[config.mk]
export PLATFORM = sky130hd
export DESIGN_NAME = kmt_ram
export DESIGN_NICKNAME = d
export VERILOG_FILES = /design/src/rtl/keyed_metric_table_top_macros.svh /design/src/rtl/kmt_ram.sv
export SDC_FILE = /design/constraint.sdc
export NUM_CORES = 2
export LEC_CHECK = 0
export ABC_CLOCK_PERIOD_IN_PS = 13200
export BUFFER_PORTS_ARGS = -buffer_cell sky130_fd_sc_hd__clkbuf_2
export CORE_UTILIZATION = 35
export DETAILED_ROUTE_END_ITERATION = 12
export SLEW_MARGIN = 20
export SYNTH_ARGS = -nofsm -noshare
export SYNTH_HDL_FRONTEND = slang
export SYNTH_SLANG_ARGS = --single-unit
[constraint.sdc]
create_clock -name clk -period 13.2 [get_ports clk]
set_input_delay 1.98 -clock clk [delete_from_list [all_inputs] [get_ports clk]]
set_output_delay 1.98 -clock clk [all_outputs]
set_load 0.01 [all_outputs]
[src/rtl/keyed_metric_table_top_macros.svh]
// ----------------------------------------------------------------------------
// keyed_metric_table_top_macros.svh
// assertion macros shared by the metric table rtl
// ----------------------------------------------------------------------------
`ifndef KEYED_METRIC_TABLE_TOP_MACROS_SVH
`define KEYED_METRIC_TABLE_TOP_MACROS_SVH

// same-cycle implication, checked out of reset
`define KMT_ASSERT_IMP(label, ante, cons, msg) \
    label: assert property (@(posedge clk) disable iff (!rst_n) (ante) |-> (cons)) \
        else $error(msg);

// next-cycle implication, checked out of reset
`define KMT_ASSERT_NEXT(label, ante, cons, msg) \
    label: assert property (@(posedge clk) disable iff (!rst_n) (ante) |=> (cons)) \
        else $error(msg);

`endif

[src/rtl/kmt_ram.sv]
// ----------------------------------------------------------------------------
// kmt_ram
// generic single write port, single read port ram with registered read
// ----------------------------------------------------------------------------
module kmt_ram #(
    parameter int WIDTH = 64,
    parameter int DEPTH = 32
) (
    input  logic                                        clk,
    input  logic                                        wr_en,
    input  logic [((DEPTH > 1) ? $clog2(DEPTH) : 1)-1:0] wr_addr,
    input  logic [WIDTH-1:0]                            wr_data,
    input  logic                                        rd_en,
    input  logic [((DEPTH > 1) ? $clog2(DEPTH) : 1)-1:0] rd_addr,
    output logic [WIDTH-1:0]                            rd_data
);

    logic [WIDTH-1:0] mem [DEPTH];
    logic [WIDTH-1:0] rd_data_reg;

    // write port
    always_ff @(posedge clk)
    begin
        if (wr_en)
        begin
            mem[wr_addr] <= wr_data;
        end
    end

    // registered read port
    always_ff @(posedge clk)
    begin
        if (rd_en)
        begin
            rd_data_reg <= mem[rd_addr];
        end
    end

    assign rd_data = rd_data_reg;

endmodule

; Yosys cells after proc, flatten, opt, wreduce, memory -nomap -nowiden
; Memories as Yosys holds them, arrays and structs flattened. A register that Yosys moved wholly into a read port is not among the register bits.
; Cells that the tools add are included.
[op_classes]
n_mux = 2
[op_table]
columns = cell, count
row1 = 2-to-1 mux 1 bit, 2
[totals]
output_inout_bits = 64
in_bits = 77
ramBits = 2048
register_bits = 0
mem_count = 1
word_cells = 3
[mem_list]
columns = name, depth, word_bits, read_ports, rd_clocked_by_memory_dff, wr, line
row1 = mem, 32, 64, 1, 1, 1, kmt_ram.sv:18  ; logic [WIDTH-1:0] mem [DEPTH];

; Logic depth before layout (Yosys ltp)
[depth]
ltp_word = 2
mapped_depth = 9

; Least setup slack after synthesis
; Ideal clock, no wire load.
[synth_path]
path_kind = input to register
from = input wr_addr[1] (netlist name)
to = memory mem[12][0] (enable)
stages = 3
setup_ps = 486
arrival_time_ps = 5316
n_path_buf = 1
setup_slack_ps = 7398
path_cell_list = or3b_2 > clkbuf_1 > nor2_1
[synth_lines]
columns = item, line
row1 = "start, declared", kmt_ram.sv:11  ; input logic [((DEPTH > 1) ? $clog2(DEPTH) : 1)-1:0] wr_addr,
row2 = "end, declared", kmt_ram.sv:18
; No word-level cell before the write port.

==> reports/results.ini <==
[logic_synthesis]
syn-instance-count=3097
synth_seq_area_share_pct=79.7
yosys.cell_types.count=30
post-synth-top-count-cell=sky130_fd_sc_hd__edfxtp_1
synth_fp_nets=3174
synth_top_area_share_pct=79.7
synth-edff-count=2112
synth_async_sr_flop_share_pct=0
post-synth-top-area-cell=sky130_fd_sc_hd__edfxtp_1
yosysWarnings=0
dominant_combinational_cell_family_by_area_after_synthesis=multiplexers
synth-compound-area-share_pct=0.462
yosys.area_share.xor_xnor_pct=0
synth.top_cells.by_area=sky130_fd_sc_hd__edfxtp_1 80%, sky130_fd_sc_hd__mux4_2 17%, sky130_fd_sc_hd__mux2_2 1.0%, sky130_fd_sc_hd__mux2i_1 0.48%, sky130_fd_sc_hd__buf_2 0.41%
ys_top_cells_by_count=2,112 x sky130_fd_sc_hd__edfxtp_1, 602 x sky130_fd_sc_hd__mux4_2, 74 x sky130_fd_sc_hd__mux2_2
synth_flop_type=sky130_fd_sc_hd__edfxtp_1
post_synth_and_or_nand_nor_area_fraction_pct=0.376
synthMuxAreaShare_pct=18.6
ys_seq_elements=2112
synthesized_area_sq_mm=0.0796
synthesis.area_per_instance_sq_um=25.7
synthAdderAreaFrac_pct=0

[grt]
grt_antenna_before_repair=24
track_usage_pct=17.2
grt_max_degree=135
grt.overflow.total=0
number_of_global_route_vias_before_repair=36000
grt_pass1_wl_mm=278

[sta]
slew_viol_final=0
share_of_the_clock_period_used_by_the_worst_path_pct=38.6
grt_setup_unrepaired=false
timing_limited_maximum_frequency_ghz=0.196
finalSetupTns_ns=0
finalWorstPathRequiredPeriod_ns=5.10
worst-slew-pin-transition_ns=1.17
slew_headroom_pct=22.1
skew_ns=0.0232
setup_viol_count_final=0
timing_hold_violations_final=0

[cells_and_area]
largest_register_ffs=2048
area_growth_pct=13.5
layout.nets=3445
layoutNonFillerInstCount=6514
post_route_cells_drive_above_1_share_pct=33.8
final_area_sq_mm=0.0903

[routing]
drtIter0Drc=4026
drc=0
antenna_left=0
drt_pre_antenna_iters=5
detailroute.via_count=35400
avgRoutedWirePerCell_um=30.6
drt-vias-per-instance=5.44
totalWireLength_mm=199

[clock_network]
clk_pin_slew_worst_paths_ns=0.06
cts_root_buffer=sky130_fd_sc_hd__clkbuf_16
cts_repair_resize_count=0
cts-htree-levels=4
tritoncts=done
cts_hold_buf=0
numCtsBuffers=196
clockBufferDepth=3
total_clock_sinks=2112
post_cts.repair.setup_buffers=0
insertion_delay_ns=0.84

[status]
status=completed

[floorplan]
die_area_sq_mm=0.229
rows=174
io-pin-count=141
fp.dieW_um=479
core_sq_mm=0.225
die_h_um=479
initial_utilization_pct=35.3

[setup_path]
timing.critical_path.slowest_cell_delay_ns=0.78
timing.critical_path.slowest_stage_cell=sky130_fd_sc_hd__buf_4
cp_top_family=buffers and inverters
timing.critical_path.cells=buf_8, buf_4, buf_4, mux4_2, mux4_2, mux2_2
worst_ep_arrival_time_ns=5.67
category_of_the_worst_setup_path_launch_point=input pin
crit_type=in2reg
critPathCaptureType=flop
cp_max_fo=68
timing.critical_path.buf_inv=3
crit_required_ns=13.77

[run]
drv.max_cap_violation_count=0

[placed_design]
number_of_input_and_output_port_buffers_inserted=140
dpl.hpwl_mm=96.7
placed_instances=6161
cell_area_after_placement_sq_mm=0.0843
place.gp.congestion=0.725

[power_and_ir_drop]
max-vdd-ir-drop_mv=0.146
pwr_density_cell_mw_per_mm2=150
total_leakage_power_uw=0.0276

[min_path]
hp-class=reg2reg

-- stage by stage --
stage | util (%) | hold slack [ns] | total power, uW | setup slack (ns)
after floorplan | - | 0.798 | 8030 | 7.40
after global placement | 37.4 | 0.868 | 8290 | 7.20
after detailed placement | 37.4 | 0.858 | 8310 | 7.16
after CTS | 40.1 | 0.877 | 13600 | 8.05
after global routing | 40.1 | 0.938 | 13900 | 7.82
final | 40.1 | 0.878 | 13500 | 8.10
-- final cells by class --
class	count	area (sq um)
fillers	19600	135000
well taps	2992	3740
inverters	1	3.75
clock buffers	247	5100
flip-flops and latches	2112	63400
repair buffers	229	1520
clock inverters	102	876
diodes	3	7.51
multi-input cells	828	15700
-- worst register-to-register path, delay by kind of cell (launching register included) --
family / cells / cell delay [ns]
multiplexers: 3 / 1.31
flip-flops: 1 / 0.37
-- where the power goes --
part	switching, uW	internal, uW
logic	359	269
registers	36.1	7490
clock network	2440	2930
total	2840	10700
-- final timing paths --
| check | from | end | slack, ns | cells past startpoint |
|---|---|---|---|---|
| worst max-delay path | rd_addr[0] | rd_data[45]$_DFFE_PP_ | 8.10 | 6 |
| worst min register to register | mem[4][34]$_DFFE_PP_ | rd_data[34]$_DFFE_PP_ | 0.88 | 3 |
| worst max register to register | mem[29][1]$_DFFE_PP_ | rd_data[1]$_DFFE_PP_ | 11.25 | 3 |
| worst min-delay path | mem[4][34]$_DFFE_PP_ | rd_data[34]$_DFFE_PP_ | 0.88 | 3 |
-- kinds of logic after synthesis --
kind of cell | after synthesis
compound gates | 50
buf+inv | 157
flops | 2112
mux | 714
simple gates | 64
-- routing by layer --
| layer | wire (um) | global-route usage, % | vias to the layer above | share of wire [%] |
|---|---|---|---|---|
| met4 | 3960 | 4.22 | 12 | 2.0 |
| met2 | 97900 | 28.0 | 1394 | 49 |
| li1 | - | - | 14100 | - |
| met5 | 80 | 0 | - | 0.040 |
| met1 | 83300 | 24.2 | 19700 | 42 |
| met3 | 14200 | 3.00 | 250 | 7.1 |
-- cells in the final DEF, fill, tap and decap left out, types with 4 or more instances in the layout --
cell,count
sky130_fd_sc_hd__buf_4,83
sky130_fd_sc_hd__o21ai_0,9
sky130_fd_sc_hd__nor2b_1,4
sky130_fd_sc_hd__clkinv_1,47
sky130_fd_sc_hd__bufinv_16,10
sky130_fd_sc_hd__nor2_1,9
sky130_fd_sc_hd__a221oi_1,12
sky130_fd_sc_hd__inv_6,7
sky130_fd_sc_hd__mux4_2,602
sky130_fd_sc_hd__clkbuf_2,134
sky130_fd_sc_hd__clkinv_8,6
sky130_fd_sc_hd__nand3b_1,5
sky130_fd_sc_hd__clkbuf_16,196
sky130_fd_sc_hd__o22ai_1,10
sky130_fd_sc_hd__clkbuf_1,51
sky130_fd_sc_hd__nor2_4,32
sky130_fd_sc_hd__mux2_2,74
sky130_fd_sc_hd__mux2i_1,38
sky130_fd_sc_hd__edfxtp_1,2112
sky130_fd_sc_hd__buf_12,5
sky130_fd_sc_hd__clkinv_2,27
Power figures use the tool's default switching activity.
