[src/rtl/keyed_metric_table_top_macros.svh]
// ----------------------------------------------------------------------------
// keyed_metric_table_top_macros.svh
// assertion macros shared by the metric table rtl
// ----------------------------------------------------------------------------
`ifndef KEYED_METRIC_TABLE_TOP_MACROS_SVH
`define KEYED_METRIC_TABLE_TOP_MACROS_SVH

// same-cycle implication, checked out of reset
`define KMT_ASSERT_IMP(label, ante, cons, msg) \
    label: assert property (@(posedge clk) disable iff (!rst_n) (ante) |-> (cons)) \
        else $error(msg);

// next-cycle implication, checked out of reset
`define KMT_ASSERT_NEXT(label, ante, cons, msg) \
    label: assert property (@(posedge clk) disable iff (!rst_n) (ante) |=> (cons)) \
        else $error(msg);

`endif

[src/rtl/kmt_pkg.sv]
// ----------------------------------------------------------------------------
// kmt_pkg
// sizes, operation and status codes and beat types of the metric table
// ----------------------------------------------------------------------------
package kmt_pkg;

    // table geometry
    localparam int ENTRIES  = 32;
    localparam int BUCKETS  = 8;
    localparam int KEY_BITS = 32;

    localparam int SLOT_W  = (ENTRIES > 1) ? $clog2(ENTRIES) : 1;
    localparam int CNT_W   = $clog2(ENTRIES + 1);
    localparam int BKT_W   = $clog2(BUCKETS);
    localparam int BADDR_W = ((ENTRIES * BUCKETS) > 1) ? $clog2(ENTRIES * BUCKETS) : 1;

    // operation codes
    localparam logic [2:0] OP_ADD     = 3'd0;
    localparam logic [2:0] OP_SET     = 3'd1;
    localparam logic [2:0] OP_OBSERVE = 3'd2;
    localparam logic [2:0] OP_RD_VAL  = 3'd3;
    localparam logic [2:0] OP_RD_BKT  = 3'd4;

    // status codes
    localparam logic [1:0] ST_OK   = 2'd0;
    localparam logic [1:0] ST_FULL = 2'd1;
    localparam logic [1:0] ST_MISS = 2'd2;

    // request beat
    typedef struct packed {
        logic [2:0]         op;
        logic [31:0]        key;
        logic signed [63:0] amount;
        logic [2:0]         bucket_sel;
    } kmt_req_t;

    // response beat
    typedef struct packed {
        logic [1:0]         status;
        logic signed [63:0] result_value;
    } kmt_rsp_t;

    // decade search status
    typedef struct packed {
        logic             done;
        logic [BKT_W-1:0] bucket;
    } kmt_dec_t;

endpackage

[src/rtl/kmt_decade.sv]
// ----------------------------------------------------------------------------
// kmt_decade
// iterative decade search: one threshold compare and one times-ten per cycle
// ----------------------------------------------------------------------------
module kmt_decade
    import kmt_pkg::*;
(
    input  logic               clk,
    input  logic               rst_n,
    input  logic               start,
    input  logic signed [63:0] sample,
    output kmt_dec_t           res
);

    localparam logic [BKT_W-1:0] BKT_LAST = BKT_W'(BUCKETS - 1);

    logic               busy_reg, busy_next;
    logic signed [63:0] sample_reg, sample_next;
    logic signed [63:0] thr_reg, thr_next;
    logic [BKT_W-1:0]   bkt_reg, bkt_next;
    logic               step;

    // another decade step while below the last bucket and the sample reaches the threshold
    assign step = (bkt_reg < BKT_LAST) && (sample_reg >= thr_reg);

    always_comb
    begin
        busy_next   = busy_reg;
        sample_next = sample_reg;
        thr_next    = thr_reg;
        bkt_next    = bkt_reg;
        if (start)
        begin
            busy_next   = 1'b1;
            sample_next = sample;
            thr_next    = 64'sd1;
            bkt_next    = '0;
        end
        else if (busy_reg)
        begin
            if (step)
            begin
                // times ten as two shifted adds
                thr_next = (thr_reg <<< 3) + (thr_reg <<< 1);
                bkt_next = bkt_reg + 1'b1;
            end
            else
            begin
                busy_next = 1'b0;
            end
        end
    end

    // control state
    always_ff @(posedge clk or negedge rst_n)
    begin
        if (!rst_n)
        begin
            busy_reg <= 1'b0;
        end
        else
        begin
            busy_reg <= busy_next;
        end
    end

    // datapath
    always_ff @(posedge clk)
    begin
        sample_reg <= sample_next;
        thr_reg    <= thr_next;
        bkt_reg    <= bkt_next;
    end

    assign res.done   = busy_reg && !step;
    assign res.bucket = bkt_reg;

endmodule

[config.mk]
export PLATFORM = sky130hd
export DESIGN_NAME = kmt_decade
export DESIGN_NICKNAME = d
export VERILOG_FILES = /design/src/rtl/keyed_metric_table_top_macros.svh /design/src/rtl/kmt_pkg.sv /design/src/rtl/kmt_decade.sv
export SDC_FILE = /design/constraint.sdc
export NUM_CORES = 1
export LEC_CHECK = 0
export ABC_CLOCK_PERIOD_IN_PS = 3910
export BUFFER_PORTS_ARGS = -buffer_cell sky130_fd_sc_hd__buf_2
export CAP_MARGIN = 20
export CORE_ASPECT_RATIO = 1.25
export CORE_UTILIZATION = 45
export DETAILED_ROUTE_END_ITERATION = 16
export PLACE_DENSITY = 0.64
export SLEW_MARGIN = 20
export SYNTH_ARGS = -nofsm -noshare
export SYNTH_HDL_FRONTEND = slang
export SYNTH_SLANG_ARGS = --single-unit
[constraint.sdc]
create_clock -name clk -period 3.91 [get_ports clk]
set_input_delay 0.782 -clock clk [delete_from_list [all_inputs] [get_ports clk]]
set_output_delay 0.782 -clock clk [all_outputs]
set_load 0.01 [all_outputs]
Yosys cells after proc, flatten, opt, wreduce, memory -nomap -nowiden
Index checks and enable logic that the tools add are counted.

cells by class
  $add $sub $neg = 2
  order comparisons = 2
  muxes and demuxes = 3
  reduce and logical (&&, ||, !) cells = 4

operators by type and width
  cell                                         count
  adder 64 bit                                 1
  >= comparator 64 bit                         1
  adder 3 x 1 -> 3 bit, second input constant  1
  < comparator 3 bit, second input constant    1
  2-to-1 mux 1 bit                             3
  logical AND 1 bit                            2
  AND reduction 2 bit                          1
  logical NOT 1 bit                            1

word-level totals
  flip-flop bits (word level) = 132
  output and inout port bits = 4
  word-level logic and storage cells = 15

Longest topological paths before layout
  depth in word-level cells = 5
  gate-level depth with buffers = 15
  mapped depth without buffers = 13

Least setup slack after synthesis
OpenSTA, ideal clock, no wires.

  path kind = reg-to-output
  start = register thr_reg[13]
  end = output port res[3] (netlist name)
  arrival time = 2.479 ns
  path slack = 0.649 ns
  cell stages (with the launch flop) = 11
  cell sequence = dfxtp_1 -> inv_1 -> ha_1 -> a21o_1 -> a21o_1 -> a21oi_2 -> o21ai_1 -> or4b_1 -> a31o_1 -> a211o_1 -> a21boi_0

RTL lines
  what                    RTL line          source
  start, declared         kmt_decade.sv:19  logic signed [63:0] thr_reg, thr_next;
  start signal, assigned  kmt_decade.sv:71  thr_reg <= thr_next;
  end, declared           kmt_decade.sv:12  output kmt_dec_t res

==> implementation parameters <==
Parameter                              Value

Detailed routing
  Length of the first detailed-routing pass in iterations    12
  Count of routing violations after the opening detailed-route iteration    472
  DR DRC count    2
  Total wirelength of the detailed-routed design    23370 um
  Final ANT Viol Nets    0
  Detailed-route wire length per cell    16.35 um
  Post-detailed-route via-to-cell ratio    5.642
  Via Count    8063

Worst setup path
  Critical Path Source Type    flip-flop
  Slowest-stage cell, CP    sky130_fd_sc_hd__or4b_1
  Category of the critical setup timing path    reg -> out
  Critical path endpoint category    output pin
  Critical path's largest stage delay    530 ps
  Worst path required time    3130 ps
  CP max FO    5
  Worst setup slack for register-to-register paths    250 ps
  List of cells traversed by the critical path    inv_1 -> ha_1 -> a21o_1 -> a21o_1 -> a21oi_2 -> o21ai_1 -> or4b_1 -> a31o_1 -> a211o_4 -> a21boi_2 -> buf_2
  Most used cell, CP    sky130_fd_sc_hd__a21o_1
  Critical path arrival    3080 ps

Placed design
  Setup slack after placement    316.4 ps
  Count of input and output buffers    70
  Final RePlAce weighted congestion    0.9310
  Placement Cell Area    10110 um^2
  DPL Wire Length    17250 um

Worst hold path
  Min-delay worst type    in -> async

Yosys
  Post-Synthesis Net Count    1265
  Seq cells post-synth    132
  EDFF count, synth    64
  Synthesized cell area    9524 um^2
  Number of distinct library cells after synthesis    76
  Flip-flop cell with the highest count after synthesis    sky130_fd_sc_hd__dfxtp_1
  Post-synthesis sequential area ratio    34.52%
  Fraction of registers with async set/reset    0.7576%
  Gate count after technology mapping    1072
  Average footprint of a synthesized cell    8.884 um^2
  Synth warnings    0

Global route
  Global-route wire length before repair    38320 um
  M3 GR Usage    3.376%
  GR Overflow Total    0
  Via count of the first global-routing pass    7913
  Busiest metal layer after global routing    met2
  Largest net degree at the start of global routing    70
  Met1 global-route usage    25.42%
  Initial antenna violation count    0
  Met2 demand-to-capacity share in global routing    40.69%
  GRT Total Usage    22.05%

Clocking
  Sinks on the clock net    132
  Clock latency at the later pin of the worst-skew pair    430 ps
  Total CTS buffers    17
  Reg clk slew, reported paths    70 ps
  Number of buffers on the longest clock path    2
  CTS root buf    sky130_fd_sc_hd__clkbuf_16
  Count of H-tree levels built during CTS    4
  Clock tree from TritonCTS    built

Die
  I/O Pins    71
  Core outline area    20820 um^2
  Starting density of the core    45.75%
  Die Y    164.7 um
  Area of the die    21750 um^2
  Core Rows    59
  Width of the die    132.1 um

Run
  Max-capacitance violation count    0

Pwr
  Cell area power density    506.6 nW/um^2
  Peak supply drop    0.3221 mV
  Leakage    4.503 nW

Final layout
  Most frequent standard cell in the layout excluding fill and tap cells    sky130_fd_sc_hd__nand2_1
  Leading cell types in the layout, fill and taps excluded    sky130_fd_sc_hd__nand2_1, sky130_fd_sc_hd__ha_1, sky130_fd_sc_hd__a21oi_1, sky130_fd_sc_hd__inv_1, sky130_fd_sc_hd__buf_2
  Final net count    1335
  Area growth from synthesis to final layout    13.66%
  Fraction of final layout cells with drive strength greater than 1    13.59%
  Cell area after layout    10830 um^2
  Antenna Diode Count    0
  Area used by multi-input combinational logic    5767 um^2
  Number of inserted filler cells in the final layout    1980
  FF+latch area    3297 um^2

STA
  Transition time of the tightest slew-check pin    877.0 ps
  Max-slew headroom    41.47%
  Setup repair after global routing missed its margin    yes
  F_max    258.9 MHz
  Fin. Hold Viols    0
  Final count of pins violating max slew    0
  Worst clock skew    8.088 ps
  Count of final setup violators    0
  Final worst slack    47.71 ps
  Sum of negative setup slack    0 ps
  Tcrit/Tclk final    98.78%
  Min Clock Period, post-route    3862 ps

Status
  Outcome    finished with violations
  Violations in the final reports    design-rule violations
==> through the flow <==
step / hold WS [ps] / util [%] / total power [mW] / cells
2_1_floorplan: 462.1 / - / 3.292 / 1072
3_3_place_gp: 479.1 / 48.55 / 3.685 / 1392
3_5_place_dp: 488.2 / 48.55 / 3.709 / 1392
4_1_cts: 105.2 / 51.60 / 5.440 / 1424
5_1_grt: 105.8 / 52.00 / 5.818 / 1429
6_report: 108.8 / 52.00 / 5.484 / 1429
==> cell type report <==
type / count / share of cell area (%)
Multi-Input combinational cell: 819 / 53.27
Clock buffer: 18 / 4.161
Inverter: 85 / 2.970
Tap cell: 274 / 3.167
Clock inverter: 14 / 1.537
Sequential cell: 132 / 30.46
Timing Repair Buffer: 87 / 4.438
==> synthesized netlist by cell type, types with 5 or more instances <==
cell / count / area [um^2]
sky130_fd_sc_hd__nand3_1: 18 / 90.09
sky130_fd_sc_hd__nor2_1: 47 / 176.4
sky130_fd_sc_hd__o21ai_0: 39 / 195.2
sky130_fd_sc_hd__a211oi_1: 10 / 75.07
sky130_fd_sc_hd__o21bai_1: 7 / 52.55
sky130_fd_sc_hd__a21o_1: 66 / 495.5
sky130_fd_sc_hd__xnor2_1: 30 / 262.8
sky130_fd_sc_hd__and2_1: 8 / 50.05
sky130_fd_sc_hd__a21boi_0: 5 / 37.54
sky130_fd_sc_hd__nor2b_1: 14 / 87.58
sky130_fd_sc_hd__dfxtp_1: 67 / 1341
sky130_fd_sc_hd__o22ai_1: 10 / 62.56
sky130_fd_sc_hd__and3_1: 7 / 43.79
sky130_fd_sc_hd__a21oi_1: 116 / 580.6
sky130_fd_sc_hd__nor4_1: 6 / 37.54
sky130_fd_sc_hd__clkbuf_1: 21 / 78.83
sky130_fd_sc_hd__nand2b_1: 7 / 43.79
sky130_fd_sc_hd__nand2_1: 131 / 491.7
sky130_fd_sc_hd__nor3_1: 15 / 75.07
sky130_fd_sc_hd__nand4_1: 33 / 206.5
sky130_fd_sc_hd__xor2_1: 16 / 140.1
sky130_fd_sc_hd__a31oi_1: 6 / 37.54
sky130_fd_sc_hd__ha_1: 125 / 1564
sky130_fd_sc_hd__edfxtp_1: 64 / 1922
sky130_fd_sc_hd__o21a_1: 16 / 120.1
sky130_fd_sc_hd__nand3b_1: 5 / 37.54
sky130_fd_sc_hd__or3_1: 7 / 43.79
sky130_fd_sc_hd__buf_4: 5 / 37.54
sky130_fd_sc_hd__inv_1: 85 / 319.1
sky130_fd_sc_hd__buf_6: 7 / 78.83
==> cells by family after synthesis <==
group / after synthesis / share of synthesized area [%]
muxes: 1 / 0.1051
and+or+nand+nor: 315 / 15.88
AOI/OAI and AO/OA: 331 / 23.07
buffers and inverters: 121 / 5.557
DFF: 132 / 34.52
adders and majority gates: 126 / 16.63
xor gates and xnor gates: 46 / 4.230
==> path summary, 6_finish.rpt <==
path                              from  cells after the start           to
max                         thr_reg[5]                     11       res[3]
max in group asynchronous        rst_n                      1     busy_reg
min reg2reg                 thr_reg[5]                      2   thr_reg[5]
max reg2reg                thr_reg[33]                     14  thr_reg[45]
min                              rst_n                      1     busy_reg
min in group clk            thr_reg[5]                      2   thr_reg[5]
==> power breakdown <==
group,internal (mW),switching [mW],total [mW]
registers,1.64,0.177,1.82
clock network,0.997,0.707,1.70
logic,0.749,1.21,1.96
total,3.39,2.09,5.48
==> repair_timing <==
item / in CTS / in global routing
gates resized for setup: 6 / 12
pin swaps: 0 / 16
endpoints found under the setup margin: 1 / 1
hold endpoints to repair: 0 / 0
hold buffers: 0 / 0
buffers inserted: 0 / 5
==> layer usage <==
metal  up-vias  part of all wire, %
li1       4076                    -
met1      3771                   43
met2       162                   51
met3        54                  2.6
met4         0                  2.8
met5         -                    0
==> worst max-delay path, delay by kind of cell (launching register included) <==
family                     cells  cell delay (ps)
and+or+nand+nor                1              530
adders and majority gates      1              300
buffers and inverters          2              180
AOI/OAI and AO/OA              7             1300
DFF                            1              350
Note: power is estimated with default switching activity, not from simulation.
